[src/rtl/deps_pkg.sv]
// package: shared types and constants for the dtmf event packet sequencer
`default_nettype none

package deps_pkg;

   localparam int unsigned CsrIndexWidth = 3;
   localparam int unsigned CsrDataWidth  = 16;
   localparam int unsigned StampWidth    = 32;
   localparam int unsigned DivCountWidth = 5;

   typedef enum logic [CsrIndexWidth-1:0] {
      CSR_VOLUME_LEVEL       = 3'd0,
      CSR_TONE_TIME_MS       = 3'd1,
      CSR_PAUSE_TIME_MS      = 3'd2,
      CSR_PACKET_TIME_MS     = 3'd3,
      CSR_SAMPLES_PER_PACKET = 3'd4
   } csr_index_type;

   typedef enum logic [1:0] {
      ST_IDLE,
      ST_DIV,
      ST_MUL,
      ST_FIN
   } seq_state_type;

   typedef enum logic {
      MODE_START  = 1'b0,
      MODE_PACKET = 1'b1
   } req_mode_type;

   localparam logic [5:0]  VolumeReset     = 6'd10;
   localparam logic [15:0] ToneTimeReset   = 16'd100;
   localparam logic [15:0] PauseTimeReset  = 16'd40;
   localparam logic [7:0]  PacketTimeReset = 8'd20;
   localparam logic [15:0] SamplesReset    = 16'd160;

endpackage

`default_nettype wire

[src/rtl/deps_req_if.sv]
// interface: request channel carrying start and packet beats
`default_nettype none

interface deps_req_if;
   logic        valid;
   logic        ready;
   logic        mode;
   logic [7:0]  event_code;
   logic [31:0] stamp;

   modport source (output valid, output mode, output event_code, output stamp, input ready);
   modport sink (input valid, input mode, input event_code, input stamp, output ready);
endinterface

`default_nettype wire

[src/rtl/deps_rsp_if.sv]
// interface: response channel carrying telephone event packet fields
`default_nettype none

interface deps_rsp_if;
   logic        valid;
   logic        ready;
   logic [7:0]  out_event;
   logic        end_bit;
   logic [5:0]  out_volume;
   logic [15:0] event_duration;
   logic [31:0] packet_stamp;
   logic        done_flag;

   modport source (
      output valid, output out_event, output end_bit, output out_volume,
      output event_duration, output packet_stamp, output done_flag, input ready
   );
   modport sink (
      input valid, input out_event, input end_bit, input out_volume,
      input event_duration, input packet_stamp, input done_flag, output ready
   );
endinterface

`default_nettype wire

[src/rtl/dtmf_event_packet_sequencer_unit.sv]
// top level: dtmf telephone event packet sequencer with shared serial divider
//
//  channel   direction  beat contents
//  req_chan  in         mode, event_code, stamp
//  rsp_chan  out        out_event, end_bit, out_volume, event_duration, packet_stamp, done_flag
//  csr_*     in         csr_wr_en, csr_index, csr_wr_data (write only)
//
//  start beat: taken in idle, no response
//  packet beat: accept, 32 restoring divide steps, multiply, finish
//  the one-bit-per-cycle divider by samples per packet sets the packet latency
//  req ready only in idle; a held response stalls the finish step, not the divide
//  reset is synchronous active high and restores config defaults and event state
`default_nettype none

module dtmf_event_packet_sequencer_unit
   import deps_pkg::*;
(
   input  wire                      clock,
   input  wire                      reset,
   deps_req_if.sink                 req_chan,
   deps_rsp_if.source               rsp_chan,
   input  wire                      csr_wr_en,
   input  wire [CsrIndexWidth-1:0]  csr_index,
   input  wire [CsrDataWidth-1:0]   csr_wr_data
);

   localparam logic [DivCountWidth-1:0] DivLast = DivCountWidth'(StampWidth - 1);

   seq_state_type state_ff, state_in;

   logic [5:0]  volume_ff;
   logic [15:0] tone_time_ff;
   logic [15:0] pause_time_ff;
   logic [7:0]  packet_time_ff;
   logic [15:0] samples_ff;

   logic [31:0] start_stamp_ff;
   logic [7:0]  held_event_ff;
   logic        in_pause_ff;
   logic        stopped_ff;
   logic [31:0] tone_length_ff;

   logic [15:0] ns_ff;
   logic [7:0]  pt_ff;
   logic [15:0] limit_ff;
   logic [15:0] rem_ff, rem_in;
   logic [31:0] quo_ff, quo_in;
   logic [DivCountWidth-1:0] cnt_ff;
   logic [23:0] prod_ff;
   logic        qbig_ff;

   logic        rsp_valid_ff;
   logic [7:0]  rsp_event_ff;
   logic        rsp_end_ff;
   logic [5:0]  rsp_volume_ff;
   logic [15:0] rsp_duration_ff;
   logic [31:0] rsp_stamp_ff;
   logic        rsp_done_ff;

   logic        req_ready;
   logic        req_beat;
   logic        fin_go;
   logic        out_free;
   logic [15:0] ns_eff;
   logic [31:0] play_span;
   logic [31:0] pause_raw;
   logic [31:0] pause_span;
   logic [16:0] trial;
   logic [16:0] trial_diff;
   logic        trial_ge;
   logic        reached;
   logic        end_now;
   logic        stopped_now;
   logic [31:0] duration_src;

   // span arithmetic at accept
   assign ns_eff     = (samples_ff == 16'd0) ? 16'd1 : samples_ff;
   assign play_span  = req_chan.stamp - start_stamp_ff + {16'd0, ns_eff};
   assign pause_raw  = req_chan.stamp - start_stamp_ff - tone_length_ff + {16'd0, ns_eff};
   assign pause_span = pause_raw[31] ? 32'd0 : pause_raw;

   // restoring divide step
   assign trial      = {rem_ff, quo_ff[31]};
   assign trial_diff = trial - {1'b0, ns_ff};
   assign trial_ge   = trial >= {1'b0, ns_ff};

   always_comb begin
      rem_in = trial_ge ? trial_diff[15:0] : trial[15:0];
      quo_in = {quo_ff[30:0], trial_ge};
   end

   assign reached      = qbig_ff || (prod_ff >= {8'd0, limit_ff});
   assign end_now      = in_pause_ff || reached;
   assign stopped_now  = stopped_ff || (in_pause_ff && reached);
   assign duration_src = tone_length_ff;
   assign out_free     = !rsp_valid_ff || rsp_chan.ready;
   assign req_beat     = req_chan.valid && req_ready;

   // next state
   always_comb begin
      state_in = state_ff;
      unique case (state_ff)
         ST_IDLE: begin
            if (req_beat && req_chan.mode == MODE_PACKET) state_in = ST_DIV;
         end
         ST_DIV: begin
            if (cnt_ff == DivLast) state_in = ST_MUL;
         end
         ST_MUL: begin
            state_in = ST_FIN;
         end
         ST_FIN: begin
            if (out_free) state_in = ST_IDLE;
         end
         default: state_in = ST_IDLE;
      endcase
   end

   // sequencer outputs
   always_comb begin
      req_ready = 1'b0;
      fin_go    = 1'b0;
      unique case (state_ff)
         ST_IDLE: req_ready = 1'b1;
         ST_DIV:  req_ready = 1'b0;
         ST_MUL:  req_ready = 1'b0;
         ST_FIN:  fin_go = out_free;
         default: req_ready = 1'b0;
      endcase
   end

   assign req_chan.ready          = req_ready;
   assign rsp_chan.valid          = rsp_valid_ff;
   assign rsp_chan.out_event      = rsp_event_ff;
   assign rsp_chan.end_bit        = rsp_end_ff;
   assign rsp_chan.out_volume     = rsp_volume_ff;
   assign rsp_chan.event_duration = rsp_duration_ff;
   assign rsp_chan.packet_stamp   = rsp_stamp_ff;
   assign rsp_chan.done_flag      = rsp_done_ff;

   // control, config and event state
   always_ff @(posedge clock) begin
      if (reset) begin
         state_ff       <= ST_IDLE;
         volume_ff      <= VolumeReset;
         tone_time_ff   <= ToneTimeReset;
         pause_time_ff  <= PauseTimeReset;
         packet_time_ff <= PacketTimeReset;
         samples_ff     <= SamplesReset;
         start_stamp_ff <= 32'd0;
         held_event_ff  <= 8'd0;
         in_pause_ff    <= 1'b0;
         stopped_ff     <= 1'b0;
         tone_length_ff <= 32'd0;
         cnt_ff         <= '0;
         rsp_valid_ff   <= 1'b0;
      end else begin
         state_ff <= state_in;
         if (csr_wr_en) begin
            unique case (csr_index)
               CSR_VOLUME_LEVEL:       volume_ff      <= csr_wr_data[5:0];
               CSR_TONE_TIME_MS:       tone_time_ff   <= csr_wr_data;
               CSR_PAUSE_TIME_MS:      pause_time_ff  <= csr_wr_data;
               CSR_PACKET_TIME_MS:     packet_time_ff <= csr_wr_data[7:0];
               CSR_SAMPLES_PER_PACKET: samples_ff     <= csr_wr_data;
               default: ;
            endcase
         end
         if (req_beat) begin
            cnt_ff <= '0;
            if (req_chan.mode == MODE_START) begin
               held_event_ff  <= req_chan.event_code;
               start_stamp_ff <= req_chan.stamp;
               in_pause_ff    <= 1'b0;
               stopped_ff     <= 1'b0;
               tone_length_ff <= 32'd0;
            end else if (!in_pause_ff) begin
               tone_length_ff <= play_span;
            end
         end
         if (state_ff == ST_DIV) cnt_ff <= cnt_ff + DivCountWidth'(1);
         if (fin_go) begin
            in_pause_ff  <= end_now;
            stopped_ff   <= stopped_now;
            rsp_valid_ff <= 1'b1;
         end else if (rsp_chan.ready) begin
            rsp_valid_ff <= 1'b0;
         end
      end
   end

   // datapath registers
   always_ff @(posedge clock) begin
      if (req_beat) begin
         ns_ff    <= ns_eff;
         pt_ff    <= packet_time_ff;
         limit_ff <= in_pause_ff ? pause_time_ff : tone_time_ff;
         rem_ff   <= 16'd0;
         quo_ff   <= in_pause_ff ? pause_span : play_span;
      end else if (state_ff == ST_DIV) begin
         rem_ff <= rem_in;
         quo_ff <= quo_in;
      end
      if (state_ff == ST_MUL) begin
         prod_ff <= {8'd0, quo_ff[15:0]} * {16'd0, pt_ff};
         qbig_ff <= (|quo_ff[31:16]) && (pt_ff != 8'd0);
      end
      if (fin_go) begin
         rsp_event_ff    <= held_event_ff;
         rsp_end_ff      <= end_now;
         rsp_volume_ff   <= volume_ff;
         rsp_duration_ff <= (|duration_src[31:16]) ? 16'hFFFF : duration_src[15:0];
         rsp_stamp_ff    <= start_stamp_ff;
         rsp_done_ff     <= stopped_now;
      end
   end

   a_div_to_mul: assert property (@(posedge clock) disable iff (reset)
      (state_ff == ST_DIV && cnt_ff == DivLast) |=> (state_ff == ST_MUL))
      else $error("divide did not hand over to multiply");

   a_rem_bound: assert property (@(posedge clock) disable iff (reset)
      (state_ff == ST_DIV) |-> (rem_ff < ns_ff))
      else $error("partial remainder not below divisor");

   a_stop_in_pause: assert property (@(posedge clock) disable iff (reset)
      stopped_ff |-> in_pause_ff)
      else $error("finished flag set outside pause phase");

   a_rsp_from_fin: assert property (@(posedge clock) disable iff (reset)
      $rose(rsp_valid_ff) |-> $past(state_ff == ST_FIN))
      else $error("response beat loaded outside finish step");

endmodule

`default_nettype wire
[src/flat_wrapper.sv]
// flat-port wrapper written by rule: the top's interface ports become plain ports
module dtmf_event_packet_sequencer_unit_flat import deps_pkg::*;
  (clock, reset, csr_wr_en, csr_index, csr_wr_data, req_chan_valid, req_chan_mode, req_chan_event_code, req_chan_stamp, req_chan_ready, rsp_chan_valid, rsp_chan_out_event, rsp_chan_end_bit, rsp_chan_out_volume, rsp_chan_event_duration, rsp_chan_packet_stamp, rsp_chan_done_flag, rsp_chan_ready);
  deps_req_if req_chan_i ();
  deps_rsp_if rsp_chan_i ();
  input  wire clock;
  input  wire reset;
  input  wire csr_wr_en;
  input  wire [CsrIndexWidth-1:0] csr_index;
  input  wire [CsrDataWidth-1:0] csr_wr_data;
  input wire logic [$bits(req_chan_i.valid)-1:0] req_chan_valid;
  input wire logic [$bits(req_chan_i.mode)-1:0] req_chan_mode;
  input wire logic [$bits(req_chan_i.event_code)-1:0] req_chan_event_code;
  input wire logic [$bits(req_chan_i.stamp)-1:0] req_chan_stamp;
  output wire logic [$bits(req_chan_i.ready)-1:0] req_chan_ready;
  output wire logic [$bits(rsp_chan_i.valid)-1:0] rsp_chan_valid;
  output wire logic [$bits(rsp_chan_i.out_event)-1:0] rsp_chan_out_event;
  output wire logic [$bits(rsp_chan_i.end_bit)-1:0] rsp_chan_end_bit;
  output wire logic [$bits(rsp_chan_i.out_volume)-1:0] rsp_chan_out_volume;
  output wire logic [$bits(rsp_chan_i.event_duration)-1:0] rsp_chan_event_duration;
  output wire logic [$bits(rsp_chan_i.packet_stamp)-1:0] rsp_chan_packet_stamp;
  output wire logic [$bits(rsp_chan_i.done_flag)-1:0] rsp_chan_done_flag;
  input wire logic [$bits(rsp_chan_i.ready)-1:0] rsp_chan_ready;
  assign req_chan_i.valid = req_chan_valid;
  assign req_chan_i.mode = req_chan_mode;
  assign req_chan_i.event_code = req_chan_event_code;
  assign req_chan_i.stamp = req_chan_stamp;
  assign req_chan_ready = req_chan_i.ready;
  assign rsp_chan_valid = rsp_chan_i.valid;
  assign rsp_chan_out_event = rsp_chan_i.out_event;
  assign rsp_chan_end_bit = rsp_chan_i.end_bit;
  assign rsp_chan_out_volume = rsp_chan_i.out_volume;
  assign rsp_chan_event_duration = rsp_chan_i.event_duration;
  assign rsp_chan_packet_stamp = rsp_chan_i.packet_stamp;
  assign rsp_chan_done_flag = rsp_chan_i.done_flag;
  assign rsp_chan_i.ready = rsp_chan_ready;
  dtmf_event_packet_sequencer_unit u_core (.clock(clock), .reset(reset), .req_chan(req_chan_i), .rsp_chan(rsp_chan_i), .csr_wr_en(csr_wr_en), .csr_index(csr_index), .csr_wr_data(csr_wr_data));
endmodule
[config.mk]
export PLATFORM = sky130hd
export DESIGN_NAME = dtmf_event_packet_sequencer_unit_flat
export DESIGN_NICKNAME = d
export VERILOG_FILES = /design/src/rtl/deps_pkg.sv /design/src/rtl/deps_req_if.sv /design/src/rtl/deps_rsp_if.sv /design/src/rtl/dtmf_event_packet_sequencer_unit.sv /design/src/flat_wrapper.sv
export SDC_FILE = /design/constraint.sdc
export NUM_CORES = 1
export LEC_CHECK = 0
export BUFFER_PORTS_ARGS = -buffer_cell sky130_fd_sc_hd__buf_2
export CORE_ASPECT_RATIO = 2
export CORE_MARGIN = 5
export CORE_UTILIZATION = 40
export DETAILED_ROUTE_END_ITERATION = 12
export GPL_TIMING_DRIVEN = 0
export SYNTH_ARGS = -nofsm -noshare
export SYNTH_HDL_FRONTEND = slang
export SYNTH_SLANG_ARGS = --single-unit
[constraint.sdc]
create_clock -name clock -period 9.3 [get_ports clock]
set_clock_uncertainty 0.15 [all_clocks]
set_input_delay 2.325 -clock clock [delete_from_list [all_inputs] [get_ports clock]]
set_output_delay 2.325 -clock clock [all_outputs]
set_load 0.005 [all_outputs]
* Word-level counts from Yosys, hierarchy flattened
Cells that the tools add are included.
** Operators by class
- $add $sub $neg :: 6
- Equality and inequality tests :: 13
- $lt $le $gt $ge :: 2
- Mux-type cells :: 23
- Reduce and logical (&&, ||, !) cells :: 27
- Multipliers :: 1
- Bitwise gates (word level) :: 1
** Operators with widths (count)
- 32-bit two-way mux :: 5
- 32-bit by 16-bit adder with 32-bit output :: 2
- 32-bit subtractor :: 2
- 16-bit two-way mux :: 3
- 16-bit OR reduction :: 2
- 31-bit two-way mux :: 1
- 24-bit by 16-bit greater-or-equal comparator with 1-bit output :: 1
- 16-bit by 8-bit multiplier with 24-bit output :: 1
- 17-bit by 16-bit greater-or-equal comparator with 1-bit output :: 1
- 16-bit logical NOT :: 1
- 2-bit AND reduction :: 8
- 16-bit subtractor :: 1
- 5-bit two-way mux :: 2
- 1-bit two-way mux :: 8
- 2-bit by 1-bit inequality test with 1-bit output (second input constant) :: 4
- 2-bit one-hot mux with 4 select lines :: 1
- 8-bit nonzero test :: 1
- 3-bit by 2-bit == test with 1-bit output (second input constant) :: 2
- 2-bit two-way mux :: 3
- 2-bit nonzero test :: 3
- 5-bit by 1-bit adder with 5-bit output (second input constant) :: 1
- 5-bit == test (second input constant) :: 1
- 2-bit == test (second input constant) :: 2
- 1-bit logical AND :: 4
- other kinds (10) :: 13
** Word-level totals
- Input bits :: 65
- Register bits after elaboration :: 321
- Logic and storage cells :: 99
- Output and inout port bits :: 66

* Logic depth before layout (Yosys ltp)
Gate-level depths: netlist of the first run.
- Word-level depth :: 6
- Gate-level depth with buffers :: 26
- Mapped depth without buffers :: 24

* Worst setup path after synthesis of the first run
No wires, ideal clock.
- Path type :: input port to flip-flop
- Start point :: in req_chan_stamp[0]
- End point :: reg u_core.quo_ff[25] (data pin)
- Arrival time :: 7.284 ns
- Required time :: 8.889 ns
- Library setup time :: 0.261 ns
- Slack :: 1.605 ns
- Buffers on the path :: 2
- Cell stages on the path :: 25
- Path through :: inv_1 -> ha_1 -> fa_1 -> nand2b_1 -> a21oi_1 -> o22a_2 -> a31o_2 -> o221ai_1 -> o311ai_0 -> ha_1 -> ha_1 -> a21o_1 -> a21o_1 -> a21o_1 -> a2bb2oi_1 -> o211ai_1 -> a21o_1 -> a21boi_0 -> o21ai_0 -> xor2_1 -> and2_1 -> buf_6 -> buf_6 -> a221oi_1 -> nor2_1
** On the way
- Cells in the longest elaborated chain, start to end :: 6
- Elaborated cells on any way between the ends :: 7
- Classes of those cells :: add/sub: 4; mux: 3
** Ends and longest elaborated chain
- start: declaration :: line flat_wrapper.sv:14 : input wire logic [$bits(req_chan_i.stamp)-1:0] req_chan_stamp;
- 32-bit subtractor (*) :: line dtmf_event_packet_sequencer_unit.sv:78, dtmf_event_packet_sequencer_unit.sv:79
- 32-bit subtractor :: line dtmf_event_packet_sequencer_unit.sv:79 : assign pause_raw = req_chan.stamp - start_stamp_ff - tone_length_ff + {16'd0, ns_eff};
- 32-bit by 16-bit adder with 32-bit output :: line dtmf_event_packet_sequencer_unit.sv:79
- 31-bit two-way mux :: line dtmf_event_packet_sequencer_unit.sv:80 : assign pause_span = pause_raw[31] ? 32'd0 : pause_raw;
- 32-bit two-way mux (*) :: line dtmf_event_packet_sequencer_unit.sv:199 : quo_ff <= in_pause_ff ? pause_span : play_span;
- 32-bit two-way mux (*) :: line dtmf_event_packet_sequencer_unit.sv:194 : if (req_beat) begin
- end signal: assignment :: line dtmf_event_packet_sequencer_unit.sv:199
- end signal: assignment :: line dtmf_event_packet_sequencer_unit.sv:202 : quo_ff <= quo_in;
- end: declaration :: line dtmf_event_packet_sequencer_unit.sv:47 : logic [31:0] quo_ff, quo_in;
Every way passes the cells marked *; elsewhere a longest branch is shown, timed or not.
A chain may end at the register's enable or synchronous reset.

* Final worst setup path of the first run
- Start point :: in req_chan_stamp[0]
- End point :: reg u_core.quo_ff[9] (data pin)
Same word-level chain as after synthesis.

==> results of run 1 <==
-- critical path: stages --
cell       delay [ns]
buf_2            0.10
inv_1            0.05
ha_1             0.20
fa_1             0.40
nand2b_1         0.18
a21oi_1          0.21
o22a_2           0.26
a31o_2           0.21
o221ai_1         0.22
o311ai_0         0.82
ha_1             0.37
ha_1             0.36
a21o_1           0.21
a21o_1           0.18
a21o_1           0.18
a2bb2oi_1        0.14
o211ai_1         0.12
a21o_1           0.26
a21boi_0         0.29
o21ai_0          0.16
xor2_1           0.21
and2_1           0.19
buf_6            0.13
buf_2            0.20
a21oi_1          0.32
o21ai_1          0.09
-- synth_stat cells, drive strengths merged, types with 5 or more instances --
library cell | instances | area [µm²]
a21boi | 9 | 78.8
a32oi | 7 | 80.1
nand2b | 38 | 238
fa | 103 | 2060
dfxtp | 160 | 3200
a21o | 47 | 353
and2 | 79 | 497
o211ai | 9 | 67.6
a31oi | 14 | 87.6
xor2 | 41 | 359
a22oi | 19 | 143
xnor2 | 64 | 561
clkbuf | 99 | 372
o31a | 7 | 61.3
edfxtp | 161 | 4830
a211o | 6 | 52.6
ha | 177 | 2210
o221ai | 6 | 52.6
a21oi | 200 | 1000
and4 | 10 | 90.1
nand4 | 12 | 75.1
mux2 | 17 | 191
nor3 | 33 | 170
o311ai | 6 | 52.6
o21bai | 8 | 63.8
nand2 | 336 | 1260
mux2i | 14 | 140
nor4 | 18 | 119
nand3 | 31 | 160
nor2b | 17 | 106
or2 | 6 | 37.5
o31ai | 6 | 50.1
o21ai | 82 | 410
buf | 10 | 56.3
nand3b | 15 | 113
o41ai | 5 | 51.3
or3 | 8 | 50.1
a211oi | 18 | 158
a221oi | 5 | 43.8
inv | 228 | 856
o21a | 14 | 105
nor2 | 121 | 454
and3 | 20 | 125
-- cells by family (layout without fill, tap and decap cells) --
group,Yosys count,after routing,share of synthesized area [%]
compound gates,502,502,15.1
xor+xnor,106,106,4.34
fa+ha+maj,280,280,19.7
buf+inv,338,525,5.93
flops,321,321,37.0
mux,31,31,1.53
other cells,0,1,0
simple gates,750,750,16.4
-- how the worst min path moves through the flow --
stage	start	endpoint	slack, ns	depth (start not counted)
floorplan	u_core.packet_time_ff[0]	u_core.pt_ff[0]	0.26	0
global placement	u_core.held_event_ff[3]	u_core.rsp_chan.out_event[3]	0.26	0
detailed placement	u_core.held_event_ff[5]	u_core.rsp_chan.out_event[5]	0.27	0
CTS	u_core.packet_time_ff[2]	u_core.pt_ff[2]	0.28	0
global route	u_core.packet_time_ff[2]	u_core.pt_ff[2]	0.28	0
finish	u_core.held_event_ff[5]	u_core.rsp_chan.out_event[5]	0.28	0
-- flip-flops by register name (all words and copies together) (netlist names), 24 cells and up --
| name | flops |
|---|---|
| u_core.prod_ff | 24 |
| u_core.rsp_chan.packet_stamp | 32 |
| u_core.start_stamp_ff | 32 |
| u_core.quo_ff | 32 |
| u_core.duration_src | 32 |
-- cell type report --
cell class | count | area share, %
Multi-Input combinational cell | 1669 | 50.9
Sequential cell | 321 | 33.1
Inverter | 229 | 3.54
Tap cell | 671 | 3.45
Clock buffer | 36 | 3.26
Timing Repair Buffer | 132 | 2.90
Buffer | 109 | 1.77
Clock inverter | 19 | 1.04
Antenna cell | 1 | 0.0103
-- metrics by stage --
stage               hold slack [ns]  util, %  setup slack [ns]
floorplan                     0.258        -              1.61
global placement              0.262     43.2             0.542
detailed placement            0.268     43.4             0.508
CTS                           0.281     45.3              1.14
global route                  0.284     45.3             0.749
finish                        0.280     45.3              1.10
-- routing by layer --
layer	global-route usage (%)	up-vias
met5	0	-
met4	16.2	0
met3	1.95	248
met2	43.0	475
met1	19.8	8396
li1	-	8327
==> impl_metrics.toml, run 1 <==
[cells_and_area]
multiInputGateArea_um2 = 12400
most-common-layout-cells = "335 x nand2_1, 228 x inv_1, 199 x a21oi_1"
final_design_area_no_fill_um2 = 24300
finish.cell_count_without_fillers = 3187
fillers = 5151
area_growth_syn_to_layout_pct = 12.0
layout-drive-gt1-share_pct = 9.34
net_count_of_the_finished_layout = 2837
leading_cell_type_in_the_layout_fill_and_taps_excluded = "nand2_1"
final-seq-area_um2 = 8040

[clock_tree]
clk_root_buffer_cell = "clkbuf_16"
clock_latency_ns = 0.61
holdBufCountCts = 0
clk_transition_reported_paths_ns = 0.08
clock_tree.buffer_depth = 3
tritoncts = "built"
cts-htree-levels = 1
clock_sinks = 321
cts.repair_timing.setup_buffer_count = 0
cts_buffers = 30
cts_resized = 0

[sta]
slew_violations = 0
maxClockFrequency_mhz = 122
timing.slew.headroom_pct = 22.1
post-route-period-util_pct = 88.1
rsz0062_at_grt = "false"
timing.final.hold_violations = 0
tightest_slew_ns = 1.17
finalWorstPathRequiredPeriod_ns = 8.20
setup_viol_count_final = 0
tns_ns = 0

[placed_design]
finalWeightedCongestion = 0.941
detailed_place.area_um2 = 23200
port_buffers = 129
numPlacedInstances = 3131
hpwl_um = 53400

[logic_synthesis]
synthArstFlopShare_pct = 0
synth-main-ff-cell = "edfxtp_1"
avgSynthCellArea_um2 = 9.32
syn_nets = 2673
synth_seq_area_share_pct = 37.0
post_synth_instance_area_um2 = 21700
yosysWarningCount = 0
synth_cells = 2328
synth.distinct_cells = 87
synth-edff-count = 161
postSynthRegisterBits = 321

[worst_setup_path]
worst_setup_path_startpoint = "req_chan_stamp[0]"
crit_path_end = "u_core.quo_ff[9]"
start_kind = "input pin"
worst-path-max-fanout = 10
required_ns = 9.50
worst-r2r-cell-count = 26
worst-setup-path-type = "input pin to flop"
regToRegSetupSlack_ns = 2.60
timing.critical_path.arrival_ns = 8.39
cp-end-kind = "flop"
r2r-start = "u_core.start_stamp_ff[1]"
timing.rr.end = "u_core.quo_ff[9]"

[die]
floorplan.initialDensity_pct = 40.5
row_count = 120
core_region_area_um2 = 53600
design.die.area_um2 = 59300
y_dimension_of_the_die_um = 339
pin_count = 131
dieWidth_um = 175

[detailed_routing]
wl_per_instance_um = 20.5
routed-wl-met3_um = 2150
met2_wirelength_um = 36300
num_vias = 17446
viasPerCell = 5.47
drt_iter0_markers = 963
tritonroute_pass_1_iters = 7
wl_um = 65200
dr.max_layer_used = "met4"
ant_nets = 0
met1_length_um = 21000
detail_route.drc_violations = 0

[grt]
globalRouteOverflowTotal = 0
groute.usage.overall_pct = 21.7
via_count_of_the_first_global_routing_pass = 18617
grt_antenna_before_repair = 0
grt_max_degree = 43
grt_pass1_wl_um = 101000

[hold_path]
classification_of_the_worst_slack_hold_path = "flop to flop"

[outcome]
outcome = "finished clean"

[flow_run]
cap_violations = 0
Power of run 1 is left out: the tool's default activity adds up to more than one toggle a clock period on the data nets, which glitch-free logic cannot reach.
==> run 2: changes to the inputs <==
BUFFER_PORTS_ARGS = -buffer_cell sky130_fd_sc_hd__clkbuf_2   (was -buffer_cell sky130_fd_sc_hd__buf_2)
==> impl_metrics.toml, run 2 (same netlist as run 1, synthesis figures left out) <==
[cells_and_area]
fillers = 5154
most-common-layout-cells = "335 x nand2_1, 228 x inv_1, 199 x a21oi_1"
net_count_of_the_finished_layout = 2837
area_growth_syn_to_layout_pct = 12.1
layout-drive-gt1-share_pct = 9.62
leading_cell_type_in_the_layout_fill_and_taps_excluded = "nand2_1"

[detailed_routing]
detail_route.drc_violations = 0
wl_um = 65100
ant_nets = 0
viasPerCell = 5.45
wl_per_instance_um = 20.4
tritonroute_pass_1_iters = 7
num_vias = 17371
drt_iter0_markers = 890

[placed_design]
hpwl_um = 53200
port_buffers = 129
finalWeightedCongestion = 0.922

[sta]
tightest_slew_ns = 1.16
finalWorstPathRequiredPeriod_ns = 8.27
maxClockFrequency_mhz = 121
rsz0062_at_grt = "false"
tns_ns = 0
timing.slew.headroom_pct = 22.7
slew_violations = 0
timing.final.hold_violations = 0
setup_viol_count_final = 0
post-route-period-util_pct = 88.9

[worst_setup_path]
required_ns = 9.49
worst-r2r-cell-count = 24
crit_path_max_incr_delay_ns = 0.87
cell_type_of_the_slowest_stage_on_the_worst_timing_path = "o311ai_0"
worst_setup_path_startpoint = "req_chan_stamp[0]"
start_kind = "input pin"
cp-end-kind = "flop"
path_common_cell = "a21o_1"
worst-path-max-fanout = 10
worst-setup-path-type = "input pin to flop"
r2r-start = "u_core.start_stamp_ff[0]"
timing.critical_path.arrival_ns = 8.46

[die]
design.die.area_um2 = 59300
core_region_area_um2 = 53600
pin_count = 131
dieWidth_um = 175
y_dimension_of_the_die_um = 339
row_count = 120
floorplan.initialDensity_pct = 40.5

[grt]
grt_antenna_before_repair = 1
globalRouteOverflowTotal = 0
groute.usage.overall_pct = 21.6
via_count_of_the_first_global_routing_pass = 18424
grt_max_degree = 33
grt_pass1_wl_um = 101000

[clock_tree]
clk_transition_reported_paths_ns = 0.08
clock_tree.buffer_depth = 3
holdBufCountCts = 0
clk_root_buffer_cell = "clkbuf_16"
cts_resized = 0
clock_sinks = 321
cts-htree-levels = 1
cts.repair_timing.setup_buffer_count = 0
cts_buffers = 30
tritoncts = "built"
clock_latency_ns = 0.60

[outcome]
outcome = "finished clean"

[hold_path]
hp-start = "u_core.held_event_ff[2]"
worst_hold_path.num_cells = 0
classification_of_the_worst_slack_hold_path = "flop to flop"

[flow_run]
cap_violations = 0
-- run 2: layout make-up --
type                    count  area (µm²)  area share (%)
repair buffers            132         706            2.90
multi-input cells        1669       12400            50.9
inverters                 229         860            3.54
well taps                 671         840            3.45
plain buffers             109         429            1.77
flip-flops and latches    321        8040            33.1
clock inverters            22         251            1.03
clock buffers              34         806            3.31
diodes                      1        2.50          0.0103
-- run 2: metal layers --
metal	vias up	track usage, %	wire length, µm
met2	409	43.4	36700
met3	203	2.27	2080
met5	-	0	0
met1	8444	19.5	21100
li1	8315	-	-
met4	0	15.1	5300
-- run 2: per-stage QoR --
| stage | hold WS, ns | area, µm² | setup slack [ns] | cells | utilization, % |
|---|---|---|---|---|---|
| 3_3_place_gp | 0.262 | 23200 | 0.507 | 3128 | 43.2 |
| 5_1_grt | 0.299 | 24300 | 0.561 | 3187 | 45.4 |
| 4_1_cts | 0.282 | 24300 | 1.07 | 3187 | 45.3 |
| 6_report | 0.280 | 24300 | 1.03 | 3188 | 45.4 |
| 3_5_place_dp | 0.266 | 23200 | 0.446 | 3131 | 43.4 |
| 2_1_floorplan | 0.258 | 21700 | 1.61 | 2328 | - |
-- run 2: path summary, 6_finish.rpt --
kind | endpoint | slack [ns]
setup reg to reg | u_core.quo_ff[9] | 2.58
setup / recovery | u_core.quo_ff[9] | 1.03
hold reg to reg | u_core.rsp_chan.out_event[2] | 0.28
hold / removal | u_core.rsp_chan.out_event[2] | 0.28
-- run 2: worst max-delay path, delay by kind of cell --
family / cells / cell delay (ns)
XOR/XNOR: 1 / 0.20
adder cells (fa/ha/maj): 4 / 1.34
AO/OA/AOI/OAI: 15 / 3.71
AND/OR/NAND/NOR: 2 / 0.36
buffers and inverters: 4 / 0.49
Power of run 2 is left out for the same reason.
